--- config.mk ---
export PLATFORM = sky130hd
export DESIGN_NAME = led_driver_frame_sequencer_core
export DESIGN_NICKNAME = d
export VERILOG_FILES = /design/src/rtl/core/lds_pkg.sv /design/src/rtl/core/led_driver_frame_sequencer_core.sv /design/src/rtl/core/lds_ram.sv /design/src/rtl/core/lds_ctrl.sv /design/src/rtl/core/lds_out.sv
export SDC_FILE = /design/constraint.sdc
export NUM_CORES = 1
export LEC_CHECK = 0
export BUFFER_PORTS_ARGS = -buffer_cell sky130_fd_sc_hd__buf_4
export CAP_MARGIN = 20
export CORE_UTILIZATION = 45
export CTS_CLUSTER_DIAMETER = 200
export CTS_CLUSTER_SIZE = 20
export DETAILED_ROUTE_END_ITERATION = 6
export PLACE_DENSITY = 0.72
export SLEW_MARGIN = 15
export SYNTH_ARGS = -nofsm -noshare
export SYNTH_HDL_FRONTEND = slang
export SYNTH_SLANG_ARGS = --single-unit
--- constraint.sdc ---
create_clock -name clk_i -period 9.5 [get_ports clk_i]
set_input_delay 0.95 -clock clk_i [delete_from_list [all_inputs] [get_ports clk_i]]
set_output_delay 0.95 -clock clk_i [all_outputs]
set_load 0.01 [all_outputs]
--- src/rtl/core/lds_pkg.sv ---
// shared types and constants for the led driver frame sequencer
`default_nettype none
package lds_pkg;

  // event codes carried in the input tuser
  typedef enum logic [2:0] {
    OP_WRITE_GRAY = 3'd0,
    OP_START_GRAY = 3'd1,
    OP_START_FUN  = 3'd2,
    OP_START_LOOP = 3'd3,
    OP_BYTE_SENT  = 3'd4,
    OP_BYTE_RX    = 3'd5
  } op_e;

  // frame in progress
  typedef enum logic [1:0] {
    KIND_IDLE = 2'd0,
    KIND_GRAY = 2'd1,
    KIND_FUN  = 2'd2,
    KIND_LOOP = 2'd3
  } kind_e;

  // configuration register indexes
  localparam logic [2:0] REG_BRIGHTNESS = 3'd0;
  localparam logic [2:0] REG_BLANK      = 3'd1;
  localparam logic [2:0] REG_DOT_BLUE   = 3'd2;
  localparam logic [2:0] REG_DOT_GREEN  = 3'd3;
  localparam logic [2:0] REG_DOT_RED    = 3'd4;

  // frame constants
  localparam logic [7:0] HDR_GRAY     = 8'h00;
  localparam logic [7:0] HDR_FUN      = 8'h01;
  localparam int unsigned FUN_LEN     = 34;
  localparam int unsigned NARROW_FROM = 18;
  localparam int unsigned LOOP_SENDS  = 33;
  localparam logic [15:0] GRAY_RESET  = 16'h0fff;

  // configuration registers
  typedef struct packed {
    logic [6:0] brightness;
    logic       blank;
    logic [6:0] dot_blue;
    logic [6:0] dot_green;
    logic [6:0] dot_red;
  } cfg_t;

  // one result on its way to the output register
  typedef struct packed {
    logic        tx_valid;
    logic [7:0]  tx_byte;
    logic        seven_bit;
    logic        latch_pulse;
    logic        busy_res;
    logic        rejected;
    logic        loop_done;
    logic        loop_fail;
    logic        from_ram;   // tx_byte comes from the gray store
    logic        low_byte;   // take the low byte of the gray word
    logic        ram_hit;    // entry was written since reset
    logic [15:0] fall_word;  // reset value of the entry
  } res_t;

  // function frame byte by index
  function automatic logic [7:0] fun_byte(input logic [5:0] idx, input cfg_t cfg);
    logic [7:0] b;
    b = 8'h00;
    case (idx)
      6'd15: b = 8'h01;
      6'd16: b = cfg.blank ? 8'h85 : 8'h87;
      6'd17: b = {cfg.blank, cfg.brightness};
      6'd18: b = 8'h7f;
      6'd19, 6'd22, 6'd25, 6'd28, 6'd31: b = {1'b0, cfg.dot_blue};
      6'd20, 6'd23, 6'd26, 6'd29, 6'd32: b = {1'b0, cfg.dot_green};
      6'd21, 6'd24, 6'd27, 6'd30, 6'd33: b = {1'b0, cfg.dot_red};
      default: b = 8'h00;
    endcase
    return b;
  endfunction

endpackage
`default_nettype wire

--- src/rtl/core/led_driver_frame_sequencer_core.sv ---
// top level of the led driver frame sequencer
//
// Each input transaction is one event: write a grayscale word, start a
// grayscale, function or loopback frame, report a finished serial byte, or
// deliver a received byte. Every event produces exactly one result
// transaction with the byte to send, 7-bit mode, latch pulse, busy, reject
// and loopback status.
// Throughput is one event per cycle unless a receiver stall fills both
// pipeline entries; the grayscale store is a registered-read ram, read in
// the accept cycle and merged into the result when it moves from the stage
// register into the output register.
// A two-entry pipeline (stage register plus output register) keeps input
// accepted while a result waits; when the receiver stalls, tready falls only
// after both entries are full, and results are never lost or repeated.
// Reset idles the sequencer, loads default configuration and marks all
// grayscale entries unwritten (channel 0 reads 0, the others 0x0fff).
// Users write configuration over the apb port only while idle; the block does not enforce it.
`default_nettype none
module led_driver_frame_sequencer_core #(
  parameter int unsigned CHANNELS = 16
) (
  input  wire logic        clk_i,
  input  wire logic        rst_ni,
  // apb configuration port
  input  wire logic        psel,
  input  wire logic        penable,
  input  wire logic        pwrite,
  input  wire logic [4:0]  paddr,
  input  wire logic [31:0] pwdata,
  output logic      [31:0] prdata,
  output logic             pready,
  // input events
  input  wire logic        s_axis_tvalid,
  output logic             s_axis_tready,
  input  wire logic [39:0] s_axis_tdata,  // channel, gray_value, pattern, rx_data, zero pad
  input  wire logic [2:0]  s_axis_tuser,  // operation
  // results
  output logic             m_axis_tvalid,
  input  wire logic        m_axis_tready,
  output logic [15:0]      m_axis_tdata   // tx_valid, tx_byte, seven_bit, latch_pulse,
                                          // busy_res, rejected, loop_done, loop_fail, zero pad
);
  import lds_pkg::*;

  localparam int unsigned CH_W = (CHANNELS > 1) ? $clog2(CHANNELS) : 1;

  cfg_t            cfg_q, cfg_d;
  logic            cfg_we;
  logic [2:0]      reg_idx;
  logic            s1_valid;
  res_t            s1;
  logic            out_ready;
  logic            ram_we;
  logic [CH_W-1:0] ram_waddr;
  logic [15:0]     ram_wdata;
  logic            ram_re;
  logic [CH_W-1:0] ram_raddr;
  logic [15:0]     ram_rdata;

  assign pready  = 1'b1;
  assign reg_idx = paddr[4:2];
  assign cfg_we  = psel && penable && pwrite;

  // configuration register write
  always_comb begin
    cfg_d = cfg_q;
    if (cfg_we) begin
      case (reg_idx)
        REG_BRIGHTNESS: cfg_d.brightness = pwdata[6:0];
        REG_BLANK:      cfg_d.blank      = pwdata[0];
        REG_DOT_BLUE:   cfg_d.dot_blue   = pwdata[6:0];
        REG_DOT_GREEN:  cfg_d.dot_green  = pwdata[6:0];
        REG_DOT_RED:    cfg_d.dot_red    = pwdata[6:0];
        default:        cfg_d = cfg_q;
      endcase
    end
  end

  // configuration register read
  always_comb begin
    case (reg_idx)
      REG_BRIGHTNESS: prdata = {25'd0, cfg_q.brightness};
      REG_BLANK:      prdata = {31'd0, cfg_q.blank};
      REG_DOT_BLUE:   prdata = {25'd0, cfg_q.dot_blue};
      REG_DOT_GREEN:  prdata = {25'd0, cfg_q.dot_green};
      REG_DOT_RED:    prdata = {25'd0, cfg_q.dot_red};
      default:        prdata = 32'd0;
    endcase
  end

  always_ff @(posedge clk_i or negedge rst_ni) begin
    if (!rst_ni) begin
      cfg_q.brightness <= 7'd127;
      cfg_q.blank      <= 1'b0;
      cfg_q.dot_blue   <= 7'd127;
      cfg_q.dot_green  <= 7'd127;
      cfg_q.dot_red    <= 7'd127;
    end else begin
      cfg_q <= cfg_d;
    end
  end

  // sequencing control
  lds_ctrl #(
    .CHANNELS (CHANNELS)
  ) u_ctrl (
    .clk_i        (clk_i),
    .rst_ni       (rst_ni),
    .cfg_i        (cfg_q),
    .in_valid_i   (s_axis_tvalid),
    .in_ready_o   (s_axis_tready),
    .op_i         (s_axis_tuser),
    .channel_i    (s_axis_tdata[3:0]),
    .gray_value_i (s_axis_tdata[19:4]),
    .pattern_i    (s_axis_tdata[27:20]),
    .rx_data_i    (s_axis_tdata[35:28]),
    .s1_valid_o   (s1_valid),
    .s1_o         (s1),
    .out_ready_i  (out_ready),
    .ram_we_o     (ram_we),
    .ram_waddr_o  (ram_waddr),
    .ram_wdata_o  (ram_wdata),
    .ram_re_o     (ram_re),
    .ram_raddr_o  (ram_raddr)
  );

  // grayscale store
  lds_ram #(
    .WIDTH (16),
    .DEPTH (CHANNELS)
  ) u_gray_ram (
    .clk_i   (clk_i),
    .we_i    (ram_we),
    .waddr_i (ram_waddr),
    .wdata_i (ram_wdata),
    .re_i    (ram_re),
    .raddr_i (ram_raddr),
    .rdata_o (ram_rdata)
  );

  // output register
  lds_out u_out (
    .clk_i       (clk_i),
    .rst_ni      (rst_ni),
    .s1_valid_i  (s1_valid),
    .s1_i        (s1),
    .ram_rdata_i (ram_rdata),
    .out_ready_o (out_ready),
    .m_valid_o   (m_axis_tvalid),
    .m_ready_i   (m_axis_tready),
    .m_data_o    (m_axis_tdata)
  );

endmodule
`default_nettype wire

--- src/rtl/core/lds_ram.sv ---
// generic single-port-write, registered-read ram
`default_nettype none
module lds_ram #(
  parameter int unsigned WIDTH = 16,
  parameter int unsigned DEPTH = 16
) (
  input  wire logic                                      clk_i,
  input  wire logic                                      we_i,
  input  wire logic [((DEPTH > 1) ? $clog2(DEPTH) : 1)-1:0] waddr_i,
  input  wire logic [WIDTH-1:0]                          wdata_i,
  input  wire logic                                      re_i,
  input  wire logic [((DEPTH > 1) ? $clog2(DEPTH) : 1)-1:0] raddr_i,
  output logic      [WIDTH-1:0]                          rdata_o
);

  logic [WIDTH-1:0] mem_q [DEPTH];

  // write port
  always_ff @(posedge clk_i) begin
    if (we_i) begin
      mem_q[waddr_i] <= wdata_i;
    end
  end

  // read port, data held while no read is issued
  always_ff @(posedge clk_i) begin
    if (re_i) begin
      rdata_o <= mem_q[raddr_i];
    end
  end

endmodule
`default_nettype wire

--- src/rtl/core/lds_ctrl.sv ---
// frame sequencing control, gray store access and first pipeline stage
`default_nettype none
module lds_ctrl #(
  parameter int unsigned CHANNELS = 16
) (
  input  wire logic                clk_i,
  input  wire logic                rst_ni,
  input  wire lds_pkg::cfg_t       cfg_i,
  input  wire logic                in_valid_i,
  output logic                     in_ready_o,
  input  wire logic [2:0]          op_i,
  input  wire logic [3:0]          channel_i,
  input  wire logic [15:0]         gray_value_i,
  input  wire logic [7:0]          pattern_i,
  input  wire logic [7:0]          rx_data_i,
  output logic                     s1_valid_o,
  output lds_pkg::res_t            s1_o,
  input  wire logic                out_ready_i,
  output logic                     ram_we_o,
  output logic [((CHANNELS > 1) ? $clog2(CHANNELS) : 1)-1:0] ram_waddr_o,
  output logic [15:0]              ram_wdata_o,
  output logic                     ram_re_o,
  output logic [((CHANNELS > 1) ? $clog2(CHANNELS) : 1)-1:0] ram_raddr_o
);
  import lds_pkg::*;

  localparam int unsigned CH_W   = (CHANNELS > 1) ? $clog2(CHANNELS) : 1;
  localparam int unsigned IDX_RAW = $clog2(2 * CHANNELS + 1);
  localparam int unsigned IDX_W  = (IDX_RAW > 6) ? IDX_RAW : 6;
  localparam logic [IDX_W-1:0] GRAY_LEN = IDX_W'(2 * CHANNELS);
  localparam logic [IDX_W-1:0] FUN_END  = IDX_W'(FUN_LEN);
  localparam logic [IDX_W-1:0] NARROW_IDX = IDX_W'(NARROW_FROM);
  localparam logic [IDX_W-1:0] LOOP_END = IDX_W'(LOOP_SENDS);

  kind_e               kind_q, kind_d;
  logic [IDX_W-1:0]    idx_q, idx_d;
  logic                narrow_q, narrow_d;
  logic [7:0]          lpat_q, lpat_d;
  logic [7:0]          lrx_q, lrx_d;
  logic [CHANNELS-1:0] gvalid_q, gvalid_d;
  logic                s1_valid_q, s1_valid_d;
  res_t                s1_q, s1_d;

  logic                accept;
  logic                busy;
  op_e                 op;
  logic [CH_W+3:0]     ch_ext;
  logic                ch_ok;
  logic [CH_W-1:0]     waddr;
  logic [CH_W-1:0]     raddr;
  logic [7:0]          expect_byte;

  assign in_ready_o  = !s1_valid_q || out_ready_i;
  assign accept      = in_valid_i && in_ready_o;
  assign busy        = (kind_q != KIND_IDLE);
  assign op          = op_e'(op_i);
  assign ch_ext      = (CH_W + 4)'(channel_i);
  assign ch_ok       = ({28'd0, channel_i} < CHANNELS);
  assign waddr       = ch_ext[CH_W-1:0];
  assign raddr       = idx_q[CH_W:1];
  assign expect_byte = {lpat_q[0], lpat_q[7:1]};

  // next frame kind
  always_comb begin
    kind_d = kind_q;
    if (accept) begin
      case (op)
        OP_START_GRAY: if (!busy) kind_d = KIND_GRAY;
        OP_START_FUN:  if (!busy) kind_d = KIND_FUN;
        OP_START_LOOP: if (!busy) kind_d = KIND_LOOP;
        OP_BYTE_SENT: begin
          case (kind_q)
            KIND_GRAY: if (idx_q >= GRAY_LEN) kind_d = KIND_IDLE;
            KIND_FUN:  if (idx_q >= FUN_END) kind_d = KIND_IDLE;
            KIND_LOOP: if (idx_q >= LOOP_END) kind_d = KIND_IDLE;
            default:   kind_d = kind_q;
          endcase
        end
        default: kind_d = kind_q;
      endcase
    end
  end

  // datapath state, store access and result fields
  always_comb begin
    idx_d     = idx_q;
    narrow_d  = narrow_q;
    lpat_d    = lpat_q;
    lrx_d     = lrx_q;
    gvalid_d  = gvalid_q;
    s1_d      = '0;
    ram_we_o  = 1'b0;
    ram_re_o  = 1'b0;
    if (accept) begin
      case (op)
        OP_WRITE_GRAY: begin
          if (busy) begin
            s1_d.rejected = 1'b1;
          end else if (ch_ok) begin
            ram_we_o        = 1'b1;
            gvalid_d[waddr] = 1'b1;
          end
        end
        OP_START_GRAY, OP_START_FUN, OP_START_LOOP: begin
          if (busy) begin
            s1_d.rejected = 1'b1;
          end else begin
            idx_d         = '0;
            s1_d.tx_valid = 1'b1;
            if (op == OP_START_GRAY) begin
              s1_d.tx_byte = HDR_GRAY;
            end else if (op == OP_START_FUN) begin
              s1_d.tx_byte = HDR_FUN;
            end else begin
              lpat_d       = pattern_i;
              s1_d.tx_byte = pattern_i;
            end
          end
        end
        OP_BYTE_SENT: begin
          case (kind_q)
            KIND_GRAY: begin
              if (idx_q >= GRAY_LEN) begin
                s1_d.latch_pulse = 1'b1;
              end else begin
                ram_re_o       = 1'b1;
                s1_d.from_ram  = 1'b1;
                s1_d.low_byte  = idx_q[0];
                s1_d.ram_hit   = gvalid_q[raddr];
                s1_d.fall_word = (raddr == '0) ? 16'h0000 : GRAY_RESET;
                s1_d.tx_valid  = 1'b1;
                idx_d          = idx_q + 1'b1;
              end
            end
            KIND_FUN: begin
              if (idx_q >= FUN_END) begin
                s1_d.latch_pulse = 1'b1;
                narrow_d         = 1'b0;
              end else begin
                if (idx_q == NARROW_IDX) narrow_d = 1'b1;
                s1_d.tx_byte  = fun_byte(idx_q[5:0], cfg_i);
                s1_d.tx_valid = 1'b1;
                idx_d         = idx_q + 1'b1;
              end
            end
            KIND_LOOP: begin
              if (idx_q >= LOOP_END) begin
                s1_d.loop_done = 1'b1;
                s1_d.loop_fail = (lrx_q != expect_byte);
              end else begin
                s1_d.tx_byte  = lpat_q;
                s1_d.tx_valid = 1'b1;
                idx_d         = idx_q + 1'b1;
              end
            end
            default: idx_d = idx_q;
          endcase
        end
        OP_BYTE_RX: begin
          if (kind_q == KIND_LOOP) lrx_d = rx_data_i;
        end
        default: idx_d = idx_q;
      endcase
    end
    s1_d.seven_bit = s1_d.tx_valid && narrow_d;
    s1_d.busy_res  = (kind_d != KIND_IDLE);
  end

  assign ram_waddr_o = waddr;
  assign ram_wdata_o = gray_value_i;
  assign ram_raddr_o = raddr;

  // stage occupancy
  always_comb begin
    if (accept) begin
      s1_valid_d = 1'b1;
    end else if (out_ready_i) begin
      s1_valid_d = 1'b0;
    end else begin
      s1_valid_d = s1_valid_q;
    end
  end

  // control registers
  always_ff @(posedge clk_i or negedge rst_ni) begin
    if (!rst_ni) begin
      kind_q     <= KIND_IDLE;
      idx_q      <= '0;
      narrow_q   <= 1'b0;
      lpat_q     <= 8'h00;
      lrx_q      <= 8'h00;
      gvalid_q   <= '0;
      s1_valid_q <= 1'b0;
    end else begin
      kind_q     <= kind_d;
      idx_q      <= idx_d;
      narrow_q   <= narrow_d;
      lpat_q     <= lpat_d;
      lrx_q      <= lrx_d;
      gvalid_q   <= gvalid_d;
      s1_valid_q <= s1_valid_d;
    end
  end

  // stage payload
  always_ff @(posedge clk_i) begin
    if (accept) begin
      s1_q <= s1_d;
    end
  end

  assign s1_valid_o = s1_valid_q;
  assign s1_o       = s1_q;

endmodule
`default_nettype wire

--- src/rtl/core/lds_out.sv ---
// output register: merges gray store data and holds the result for the receiver
`default_nettype none
module lds_out (
  input  wire logic          clk_i,
  input  wire logic          rst_ni,
  input  wire logic          s1_valid_i,
  input  wire lds_pkg::res_t s1_i,
  input  wire logic [15:0]   ram_rdata_i,
  output logic               out_ready_o,
  output logic               m_valid_o,
  input  wire logic          m_ready_i,
  output logic [15:0]        m_data_o
);
  import lds_pkg::*;

  logic        valid_q, valid_d;
  logic [15:0] data_q, data_d;
  logic [15:0] word;
  logic [7:0]  tx_byte;

  assign out_ready_o = !valid_q || m_ready_i;

  // select transmit byte from the store word when needed
  always_comb begin
    word    = s1_i.ram_hit ? ram_rdata_i : s1_i.fall_word;
    tx_byte = s1_i.tx_byte;
    if (s1_i.from_ram) begin
      tx_byte = s1_i.low_byte ? word[7:0] : word[15:8];
    end
    data_d  = {1'b0, s1_i.loop_fail, s1_i.loop_done, s1_i.rejected, s1_i.busy_res,
               s1_i.latch_pulse, s1_i.seven_bit, tx_byte, s1_i.tx_valid};
    valid_d = out_ready_o ? s1_valid_i : valid_q;
  end

  always_ff @(posedge clk_i or negedge rst_ni) begin
    if (!rst_ni) begin
      valid_q <= 1'b0;
    end else begin
      valid_q <= valid_d;
    end
  end

  always_ff @(posedge clk_i) begin
    if (out_ready_o && s1_valid_i) begin
      data_q <= data_d;
    end
  end

  assign m_valid_o = valid_q;
  assign m_data_o  = data_q;

endmodule
`default_nettype wire

==> summary.txt, run 1 <==
Clocking
  • Setup repair bufs after CTS: 0
  • Worst skew pair latency: 0.55 ns
  • CTS resizes: 0
  • H-tree levels: 1
  • CTS Root Cell: clkbuf_16
  • TritonCTS Buffers: 22
  • Hold-fix buffers, CTS: 0
  • Clock sinks: 378
  • Max clock buf depth: 3
  • TritonCTS clock tree: built
  • Reg clk slew, reported paths: 0.09 ns

Synthesis
  • Mean area per synthesized cell: 17.45 um^2
  • Post-synth EDFFs: 306
  • Asr flop ratio synth: 0.1905
  • Ys flop type: edfxtp_1
  • Cell variety after synth: 57
  • Seq/Total Area, Yosys: 0.6936
  • Number of synthesized register bits: 378
  • Yosys warns: 0
  • Syn Inst Count: 911
  • Netlist Area Pre-Place: 0.01590 mm^2

Global route
  • First-pass GRT wire length: 49400 um
  • Aggregate global routing overflow: 0
  • Vias in the first global route: 8174
  • GRT Total Usage: 0.1818
  • Initial antenna violation count: 0
  • Largest net degree at the start of global routing: 73

Timing
  • Final clock skew: 0.01957 ns
  • Final setup viols: 0
  • Max frequency: 313.0 MHz
  • Min Tclk post-route: 3.195 ns
  • Hold Slack: 0.4193 ns
  • RSZ-0062 raised after global routing: no
  • Worst setup margin: 6.305 ns
  • Slew Limit Fails: 0
  • Final period util: 0.3363
  • Fin. Hold Viols: 0
  • Slew HR: 0.3060
  • Setup TNS Final: 0 ns
  • Worst-Margin Slew: 1.038 ns

Layout
  • Nets: 1084
  • Util after Layout: 0.5094
  • Non-Filler Instances: 1460
  • Filler cells: 2794
  • Final Instance Area: 0.01764 mm^2
  • Area grow syn2layout: 10.96%
  • Antenna Diode Count: 0
  • Share of cells above drive strength 1: 0.3284

Floorplanning
  • Die ar.: 0.03608 mm^2
  • Die Wd: 190.0 um
  • # rows: 68
  • IO Pins: 138
  • Starting Density: 0.4591
  • CORE AREA: 0.03463 mm^2
  • Chip Height: 190.0 um

Setup path
  • Data arrival, critical path: 3.43 ns
  • Data required, critical path: 9.74 ns
  • Crit. End Element: flop
  • Startpoint types: flop
  • Worst-path maximum fanout: 10
  • Critical path type: reg2reg

Placed design
  • Placed wire-length estimate: 20100 um
  • Pre-CTS WS: 5.812 ns
  • Placement Cell Area: 0.01697 mm^2
  • Routability cong.: 0.8587
  • Post-placement cell count: 1419
  • I/O Buffers: 79

Drt
  • Vias per cell: 5.665
  • Post-route ant nets: 0
  • Total length of routed wires: 32410 um
  • DRC Markers: 0
  • Drt pass-1 iters: 5
  • 1st-iter DRT viols: 610
  • WL/cell: 22.20 um
  • DR vias: 8271

Status
  • Status: finished clean

Power and ir drop
  • Total power: 3.346 mW
  • Cell area power density: 189.7 mW/mm^2
  • Pleak: 5.990 nW
  • Maximum vdd ir drop: 0.1885 mV

Job
  • Max Cap Violations: 0

Min path
  • Hold Path Class: reg2reg
==> worst max-delay path: stages, from the launching register on <==
cell and delay [ns]:
dfrtp_1 0.44, inv_1 0.12, ha_1 0.27, nor2b_1 0.21, and3_1 0.35, nand4_1 0.30, nor3_2 0.80, buf_4 0.39
==> area by class of cell <==
cell class / instances / area (um^2) / area share
clock buffer: 39 / 624.3 / 0.03540
clock inverter: 1 / 30.03 / 0.001702
inverter: 14 / 52.55 / 0.002979
multi-input combinational: 472 / 4567 / 0.2589
sequential: 378 / 11030 / 0.6253
tap: 455 / 569.3 / 0.03227
timing repair buffer: 101 / 765.7 / 0.04341
==> cells in the final DEF (no fill, tap or decap), types with 5 or more instances in the layout <==
cell type and instances:
a21oi_1 24, a22oi_1 7, and2_1 5, and4_1 7, buf_4 100, clkbuf_1 16
clkbuf_16 22, conb_1 27, dfrtp_1 42, dfstp_2 28, edfxtp_1 306, ha_1 8
inv_1 14, mux2_2 53, mux2i_1 13, mux4_2 85, nand2_1 39, nand2b_1 9
nand3_1 15, nand3b_1 5, nand4_1 5, nor2_1 33, nor2_2 12, o211ai_1 5
o21ai_0 35, o21ai_1 7, o21bai_1 6, or2_2 10, xor2_1 8
==> synth_stat cells, types with 7 or more instances <==
cell type  number  share of area
xor2_1          8         0.0044
buf_2          13         0.0041
and4_1          7         0.0039
mux2i_1        13         0.0082
o21ai_0        35          0.011
edfxtp_1      306           0.58
dfrtp_1        44          0.069
a21oi_1        24         0.0076
nor2_1         45          0.011
nand2_1        39         0.0092
nand3_1        15         0.0047
dfstp_2        28          0.046
clkbuf_1       23         0.0054
a22oi_1         7         0.0033
mux2_2         53          0.038
or2_2          10         0.0039
buf_4          27          0.013
mux4_2         85           0.12
o21ai_1         7         0.0022
inv_1          14         0.0033
ha_1            8         0.0063
buf_1           7         0.0017
nand2b_1        9         0.0035
==> worst paths after layout <==
| kind | start | end | slack (ns) | cells past startpoint |
|---|---|---|---|---|
| min in group asynchronous | rst_ni | u_ctrl.lpat_q[6]$_DFFE_PN0P_ | 0.54 | 1 |
| worst max-delay path | u_ctrl.kind_q[1]$_DFF_PN0_ | u_gray_ram.mem_q[3][3]$_DFFE_PP_ | 6.30 | 7 |
| worst min register to register | u_ctrl.s1_o[22]$_DFFE_PP_ | u_out.m_data_o[11]$_DFFE_PP_ | 0.42 | 0 |
| worst max register to register | u_ctrl.kind_q[1]$_DFF_PN0_ | u_gray_ram.mem_q[3][3]$_DFFE_PP_ | 6.30 | 7 |
| max in group asynchronous | rst_ni | u_ctrl.idx_q[2]$_DFFE_PN0P_ | 8.26 | 1 |
| worst min-delay path | u_ctrl.s1_o[22]$_DFFE_PP_ | u_out.m_data_o[11]$_DFFE_PP_ | 0.42 | 0 |
==> state kept, by name (all words and copies together), names as in the netlist <==
register            flops
u_ctrl.narrow_q         1
u_ctrl.s1_valid_o       1
u_ctrl.lpat_q           8
u_ctrl.lrx_q            8
u_ctrl.idx_q            6
u_out.m_data_o         15
u_gray_ram.rdata_o     16
u_ctrl.gvalid_q        16
u_gray_ram.mem_q      256
u_ctrl.s1_o            19
cfg_q                  29
u_out.m_valid_o         1
u_ctrl.kind_q           2
==> layer usage <==
metal / vias up / GRT usage / share of wire
li1: 3670 / - / -
met1: 4235 / 0.2562 / 0.43
met2: 322 / 0.3001 / 0.49
met3: 44 / 0.02453 / 0.062
met4: 0 / 0.04529 / 0.021
met5: - / 0 / 0
==> where the power goes <==
part	internal, mW	switching (mW)	total [mW]
Sequential	1.88	0.0766	1.96
Clock	0.453	0.521	0.974
Combinational	0.216	0.194	0.411
==> kinds of logic after synthesis <==
kind of cell / count (synthesis) / synth area share
buffers and inverters: 86 / 0.02865
multiplexers: 151 / 0.1662
AO/OA/AOI/OAI: 108 / 0.04313
other: 2 / 0.0004724
AND/OR/NAND/NOR: 170 / 0.05730
adder cells (fa/ha/maj): 8 / 0.006297
XOR/XNOR: 8 / 0.004408
flip-flops: 378 / 0.6936
No activity file was read; power rests on OpenSTA's default activity.
==> run 2: changes to the inputs <==
clock period = 3.1 ns   (was 9.5 ns; I/O delays follow)
==> summary.txt, run 2 (same netlist as run 1, synthesis figures left out) <==
Status
  • Status: finished clean (unchanged)

Min path
  • Hold_sp: s_axis_tdata[22] (was u_ctrl.s1_o[22]$_DFFE_PP_)
  • Cell count of the worst hold path: 2 (was 0)
  • Hold Path Class: in2reg (was reg2reg)
  • Hold endpoint: u_ctrl.lpat_q[2]$_DFFE_PN0P_ (was u_out.m_data_o[11]$_DFFE_PP_)

Layout
  • Total area of sequential cells: 0.01103 mm^2 (unchanged)
  • Filler cells: 2755 (was 2794)
  • Most frequent cells in the layout: edfxtp_1 (306), buf_4 (114), mux4_2 (85) (was edfxtp_1 (306), buf_4 (100), mux4_2 (85))
  • Flip-flop count of the largest register after layout: 256 (unchanged)
  • Area of the multi-input gates: 0.004559 mm^2 (was 0.004567 mm^2)
  • Share of cells above drive strength 1: 0.3343 (was 0.3284)
  • Area grow syn2layout: 12.82% (was 10.96%)
  • Util after Layout: 0.5179 (was 0.5094)
  • Nets: 1114 (was 1084)
  • Final Instance Area: 0.01793 mm^2 (was 0.01764 mm^2)
  • Commonest non-fill, non-tap cell in the layout: edfxtp_1 (unchanged)
  • Biggest register: u_gray_ram.mem_q (unchanged)

Clocking
  • CTS resizes: 0 (unchanged)
  • Clock sinks: 378 (unchanged)
  • Reg clk slew, reported paths: 0.08 ns (was 0.09 ns)
  • H-tree levels: 1 (unchanged)
  • Worst skew pair latency: 0.56 ns (was 0.55 ns)
  • TritonCTS clock tree: built (unchanged)
  • TritonCTS Buffers: 22 (unchanged)
  • CTS Root Cell: clkbuf_16 (unchanged)
  • Max clock buf depth: 3 (unchanged)

Global route
  • Initial antenna violation count: 1 (was 0)
  • Largest net degree at the start of global routing: 73 (unchanged)
  • GRT Total Usage: 0.1844 (was 0.1818)
  • Met3 Use GR: 0.02417 (was 0.02453)
  • Aggregate global routing overflow: 0 (unchanged)
  • First-pass GRT wire length: 49860 um (was 49400 um)
  • Vias in the first global route: 8357 (was 8174)
  • Met2 GRT Util: 0.3126 (was 0.3001)
  • Routing usage on met1: 0.2473 (was 0.2562)
  • Global route hottest layer: met2 (unchanged)

Timing
  • Slew HR: 0.3700 (was 0.3060)
  • Worst-Margin Slew: 0.9450 ns (was 1.038 ns)
  • Slew Limit Fails: 0 (unchanged)
  • Fin. Hold Viols: 0 (unchanged)
  • Final clock skew: 0.03258 ns (was 0.01957 ns)
  • Final setup viols: 0 (unchanged)
  • Final period util: 0.8693 (was 0.3363)
  • Min Tclk post-route: 2.695 ns (was 3.195 ns)
  • Worst setup margin: 0.4053 ns (was 6.305 ns)
  • RSZ-0062 raised after global routing: no (unchanged)
  • Max frequency: 371.1 MHz (was 313.0 MHz)
  • Setup TNS Final: 0 ns (unchanged)

Setup path
  • Worst-path maximum fanout: 20 (was 10)
  • Crit. End Element: flop (unchanged)
  • Family with the most delay on the worst path: compound AO/OA/AOI/OAI gates (was simple AND/OR/NAND/NOR gates)
  • Data arrival, critical path: 3.03 ns (was 3.43 ns)
  • WP buf/inv: 1 (was 2)
  • WP depth: 7 (unchanged)
  • Critical path type: reg2reg (unchanged)
  • CP Cell Sequence: buf_4, ha_1, nor2_1, o32ai_1, a211oi_1, a211o_1, o21ai_1 (was inv_1, ha_1, nor2b_1, and3_1, nand4_1, nor3_2, buf_4)
  • Worst r2r src: u_ctrl.idx_q[1]$_DFFE_PN0P_ (was u_ctrl.kind_q[1]$_DFF_PN0_)
  • FF-to-FF setup slack: 0.41 ns (was 6.30 ns)
  • Path depth of the worst reg2reg path: 7 (unchanged)
  • Worst path slowest cell: buf_4 (was nor3_2)
  • Startpoint types: flop (unchanged)
  • Data required, critical path: 3.44 ns (was 9.74 ns)
  • Reg-to-Reg End: u_ctrl.s1_o[30]$_SDFFCE_PN0P_ (was u_gray_ram.mem_q[3][3]$_DFFE_PP_)
  • Max stage delay on crit path: 0.43 ns (was 0.80 ns)

Drt
  • 1st-iter DRT viols: 669 (was 610)
  • DRC Markers: 0 (unchanged)
  • Drt pass-1 iters: 7 (was 5)
  • DR vias: 8342 (was 8271)
  • WL/cell: 22.10 um (was 22.20 um)
  • Post-route ant nets: 0 (unchanged)
  • Vias per cell: 5.595 (was 5.665)
  • Total length of routed wires: 32960 um (was 32410 um)

Floorplanning
  • Chip Height: 190.0 um (unchanged)
  • CORE AREA: 0.03463 mm^2 (unchanged)
  • Starting Density: 0.4591 (unchanged)
  • IO Pins: 138 (unchanged)
  • Die Wd: 190.0 um (unchanged)
  • # rows: 68 (unchanged)
  • Die ar.: 0.03608 mm^2 (unchanged)

Placed design
  • Placement Cell Area: 0.01715 mm^2 (was 0.01697 mm^2)
  • Placed wire-length estimate: 20290 um (was 20100 um)
  • Routability cong.: 0.8634 (was 0.8587)
  • Pre-CTS WS: 0.4398 ns (was 5.812 ns)
  • I/O Buffers: 79 (unchanged)

Power and ir drop
  • Pleak: 6.147 nW (was 5.990 nW)
  • Maximum vdd ir drop: 0.4991 mV (was 0.1885 mV)
  • Cell area power density: 573.4 mW/mm^2 (was 189.7 mW/mm^2)
  • Total power: 10.28 mW (was 3.346 mW)

Job
  • Max Cap Violations: 0 (unchanged)
==> run 2: cell types whose count changed in the layout (fill, tap and decap cells not counted), sizes merged <==
| cell | delta |
|---|---|
| diode | +1 |
| dlygate4sd3 | +13 |
| buf | +17 |
==> run 2: power by group <==
group / switching [mW] / total [mW] / internal (mW) / leakage [nW]
logic: 0.615 / 1.32 / 0.701 / 2.20
clock network: 1.58 / 2.96 / 1.39 / 0.309
registers: 0.228 / 6.00 / 5.78 / 3.64
total: 2.42 / 10.3 / 7.86 / 6.15
==> run 2: stage by stage <==
step,instances,hold WS (ns)
floorplan,936,0.01441
global placement,1437,0.4052
finish,1491,0.01793
detailed placement,1437,0.4089
global route,1490,0.005473
CTS,1489,0.000003830
==> run 2: routing by layer <==
| layer | vias up | routed length [um] |
|---|---|---|
| li1 | 3734 | - |
| met1 | 4273 | 13560 |
| met2 | 276 | 16650 |
| met3 | 59 | 1811 |
| met4 | 0 | 930 |
| met5 | - | 0 |
==> run 2: worst max-delay path by stage <==
stage | startpoint | to | slack, ns
CTS | u_ctrl.idx_q[1]$_DFFE_PN0P_ | u_ctrl.s1_o[30]$_SDFFCE_PN0P_ | 0.41
floorplan | u_ctrl.kind_q[0]$_DFF_PN0_ | u_gray_ram.mem_q[0][0]$_DFFE_PP_ | 0.03
detailed placement | u_ctrl.kind_q[1]$_DFF_PN0_ | u_gray_ram.mem_q[12][7]$_DFFE_PP_ | 0.44
global route | u_ctrl.kind_q[1]$_DFF_PN0_ | u_gray_ram.mem_q[12][10]$_DFFE_PP_ | 0.25
global placement | u_ctrl.kind_q[0]$_DFF_PN0_ | u_gray_ram.mem_q[12][15]$_DFFE_PP_ | 0.51
finish | u_ctrl.idx_q[1]$_DFFE_PN0P_ | u_ctrl.s1_o[30]$_SDFFCE_PN0P_ | 0.41
==> run 2: repair_timing <==
| item | CTS | global route |
|---|---|---|
| setup buffers | 0 | 0 |
| endpoints found under the hold margin | 57 | 1 |
| hold buffers | 12 | 1 |
==> run 2: area by class of cell <==
| type | count | area share |
|---|---|---|
| diodes | 1 | 0.0001395 |
| repair buffers | 131 | 0.05944 |
| clock inverters | 1 | 0.001674 |
| clock buffers | 39 | 0.03481 |
| flip-flops and latches | 378 | 0.6150 |
| multi-input cells | 472 | 0.2542 |
| well taps | 455 | 0.03174 |
| inverters | 14 | 0.002930 |
==> run 3: changes to the inputs <==
CORE_UTILIZATION = 40   (was 45)
PLACE_DENSITY = default   (was 0.72)
==> summary.txt, run 3 (same netlist as run 1, synthesis figures left out) <==
Drt
  • WL/cell: 21.86 um (was 22.10 um)
  • Total length of routed wires: 34000 um (was 32960 um)
  • 1st-iter DRT viols: 626 (was 669)
  • DRC Markers: 0 (unchanged)
  • Post-route ant nets: 0 (unchanged)
  • Vias per cell: 5.303 (was 5.595)
  • DR vias: 8246 (was 8342)
  • Drt pass-1 iters: 5 (was 7)

Timing
  • Slew HR: 0.3696 (was 0.3700)
  • Max frequency: 368.1 MHz (was 371.1 MHz)
  • Setup TNS Final: 0 ns (unchanged)
  • Min Tclk post-route: 2.717 ns (was 2.695 ns)
  • Worst-Margin Slew: 0.9431 ns (was 0.9450 ns)
  • RSZ-0062 raised after global routing: no (unchanged)
  • Hold Slack: 0.02418 ns (was 0.01793 ns)
  • Final clock skew: 0.02117 ns (was 0.03258 ns)
  • Final setup viols: 0 (unchanged)
  • Final period util: 0.8763 (was 0.8693)
  • Fin. Hold Viols: 0 (unchanged)
  • Slew Limit Fails: 0 (unchanged)

Setup path
  • Critical path type: reg2reg (unchanged)
  • Startpoint types: flop (unchanged)
  • Data required, critical path: 3.44 ns (about the same)
  • Crit. End Element: flop (unchanged)
  • CP startpoint: u_ctrl.idx_q[2]$_DFFE_PN0P_ (was u_ctrl.idx_q[1]$_DFFE_PN0P_)
  • Path depth of the worst reg2reg path: 5 (was 7)
  • Reg-to-Reg End: u_ctrl.s1_o[27]$_SDFFCE_PN0P_ (was u_ctrl.s1_o[30]$_SDFFCE_PN0P_)
  • Setup crit end: u_ctrl.s1_o[27]$_SDFFCE_PN0P_ (was u_ctrl.s1_o[30]$_SDFFCE_PN0P_)
  • FF-to-FF setup slack: 0.38 ns (was 0.41 ns)
  • Worst r2r src: u_ctrl.idx_q[2]$_DFFE_PN0P_ (was u_ctrl.idx_q[1]$_DFFE_PN0P_)
  • Worst-path maximum fanout: 30 (was 20)
  • Data arrival, critical path: 3.05 ns (was 3.03 ns)

Clocking
  • CTS Root Cell: clkbuf_16 (unchanged)
  • Max clock buf depth: 3 (unchanged)
  • Worst skew pair latency: 0.56 ns (about the same)
  • Reg clk slew, reported paths: 0.10 ns (was 0.08 ns)
  • TritonCTS clock tree: built (unchanged)
  • Clock sinks: 378 (unchanged)
  • TritonCTS Buffers: 22 (unchanged)
  • H-tree levels: 1 (unchanged)

Power and ir drop
  • Cell area power density: 570.7 mW/mm^2 (was 573.4 mW/mm^2)
  • Maximum vdd ir drop: 0.5182 mV (was 0.4991 mV)
  • Pleak: 6.156 nW (was 6.147 nW)

Global route
  • Initial antenna violation count: 0 (was 1)
  • First-pass GRT wire length: 52030 um (was 49860 um)
  • Largest net degree at the start of global routing: 73 (unchanged)
  • GRT Total Usage: 0.1709 (was 0.1844)
  • Vias in the first global route: 8603 (was 8357)
  • Aggregate global routing overflow: 0 (unchanged)

Layout
  • Area grow syn2layout: 13.65% (was 12.82%)
  • Nets: 1116 (was 1114)
  • Flip-flop count of the largest register after layout: 256 (unchanged)
  • Filler cells: 3371 (was 2755)
  • Total area of sequential cells: 0.01103 mm^2 (about the same)
  • Share of cells above drive strength 1: 0.3308 (was 0.3343)
  • Commonest non-fill, non-tap cell in the layout: edfxtp_1 (unchanged)
  • Final Instance Area: 0.01807 mm^2 (was 0.01793 mm^2)
  • Area of the multi-input gates: 0.004559 mm^2 (unchanged)
  • Antenna Diode Count: 0 (was 1)
  • Biggest register: u_gray_ram.mem_q (unchanged)
  • Most frequent cells in the layout: edfxtp_1 (306), buf_4 (109), mux4_2 (85) (was edfxtp_1 (306), buf_4 (114), mux4_2 (85))

Floorplanning
  • # rows: 72 (was 68)
  • CORE AREA: 0.03892 mm^2 (was 0.03463 mm^2)
  • Die Wd: 201.4 um (was 190.0 um)
  • IO Pins: 138 (unchanged)
  • Chip Height: 201.4 um (was 190.0 um)
  • Die ar.: 0.04054 mm^2 (was 0.03608 mm^2)
  • Starting Density: 0.4085 (was 0.4591)

Placed design
  • I/O Buffers: 79 (unchanged)
  • Placed wire-length estimate: 20840 um (was 20290 um)
  • Placement Cell Area: 0.01723 mm^2 (was 0.01715 mm^2)
  • Routability cong.: 0.8592 (was 0.8634)

Job
  • Max Cap Violations: 0 (unchanged)

Min path
  • Hold Path Class: in2reg (unchanged)

Status
  • Status: finished clean (unchanged)
run 3: cell types whose count changed in the layout (fill, tap and decap cells not counted):
| cell | before | now |
|---|---|---|
| buf_4 | 114 | 109 |
| dlygate4sd3_1 | 13 | 18 |
| buf_12 | 4 | 6 |
| dfrtp_2 | 1 | 0 |
| dfrtp_4 | 1 | 2 |
| diode_2 | 1 | 0 |
run 3: repair_timing:
action                                 in CTS  in global routing
endpoints found under the hold margin      61                  0
buffers inserted                            0                  0
hold buffers                               18                  0
resized for setup                           0                  0
run 3: routing by layer:
| layer | up-vias | part of all wire | track usage |
|---|---|---|---|
| li1 | 3736 | - | - |
| met1 | 4288 | 0.43 | 0.2263 |
| met2 | 185 | 0.51 | 0.2982 |
| met3 | 37 | 0.038 | 0.02284 |
| met4 | 0 | 0.021 | 0.04113 |
| met5 | - | 0 | 0 |
run 3: power by group:
group | total, mW | internal, mW | leakage (nW) | switching [mW]
sequential | 6.01 | 5.78 | 3.64 | 0.234
combinational | 1.32 | 0.707 | 2.21 | 0.614
clock | 2.98 | 1.39 | 0.309 | 1.59
total | 10.3 | 7.87 | 6.16 | 2.44
run 3: area by class of cell:
cell class,instances,share of cell area
clock buffer,39,0.03456
clock inverter,1,0.001662
inverter,14,0.002909
multi-input combinational,472,0.2524
sequential,378,0.6107
tap,518,0.03588
timing repair buffer,133,0.06192
run 3: worst min path at each step:
stage | start | end | depth (start not counted)
after floorplan | rst_ni | cfg_q[21]$_DFFE_PN0P_ | 0
final | pwdata[4] | cfg_q[26]$_DFFE_PN1P_ | 2
after global routing | pwdata[3] | cfg_q[25]$_DFFE_PN1P_ | 2
after global placement | u_ctrl.s1_o[19]$_SDFFCE_PN0P_ | u_out.m_data_o[14]$_DFFE_PP_ | 0
after detailed placement | u_ctrl.s1_o[20]$_SDFFCE_PN0P_ | u_out.m_data_o[13]$_DFFE_PP_ | 0
after CTS | pwdata[1] | cfg_q[1]$_DFFE_PN1P_ | 2
run 3: through the flow:
step           worst slack [ns]    util  total power, mW  cells
6_report                 0.3835  0.4642            10.31   1555
2_1_floorplan           0.03327       -            7.005    936
5_1_grt                  0.2566  0.4642            10.74   1555
4_1_cts                  0.3846  0.4642            10.43   1555
3_5_place_dp             0.4245  0.4428            7.438   1497
3_3_place_gp             0.5071  0.4428            7.418   1497
run 3: critical path, stage by stage, from the launching register on:
cell and delay [ns]:
dfrtp_4 0.70, or4bb_1 0.66, o22ai_2 0.33, nor4_1 0.11, a211o_1 0.36, o21ai_1 0.32
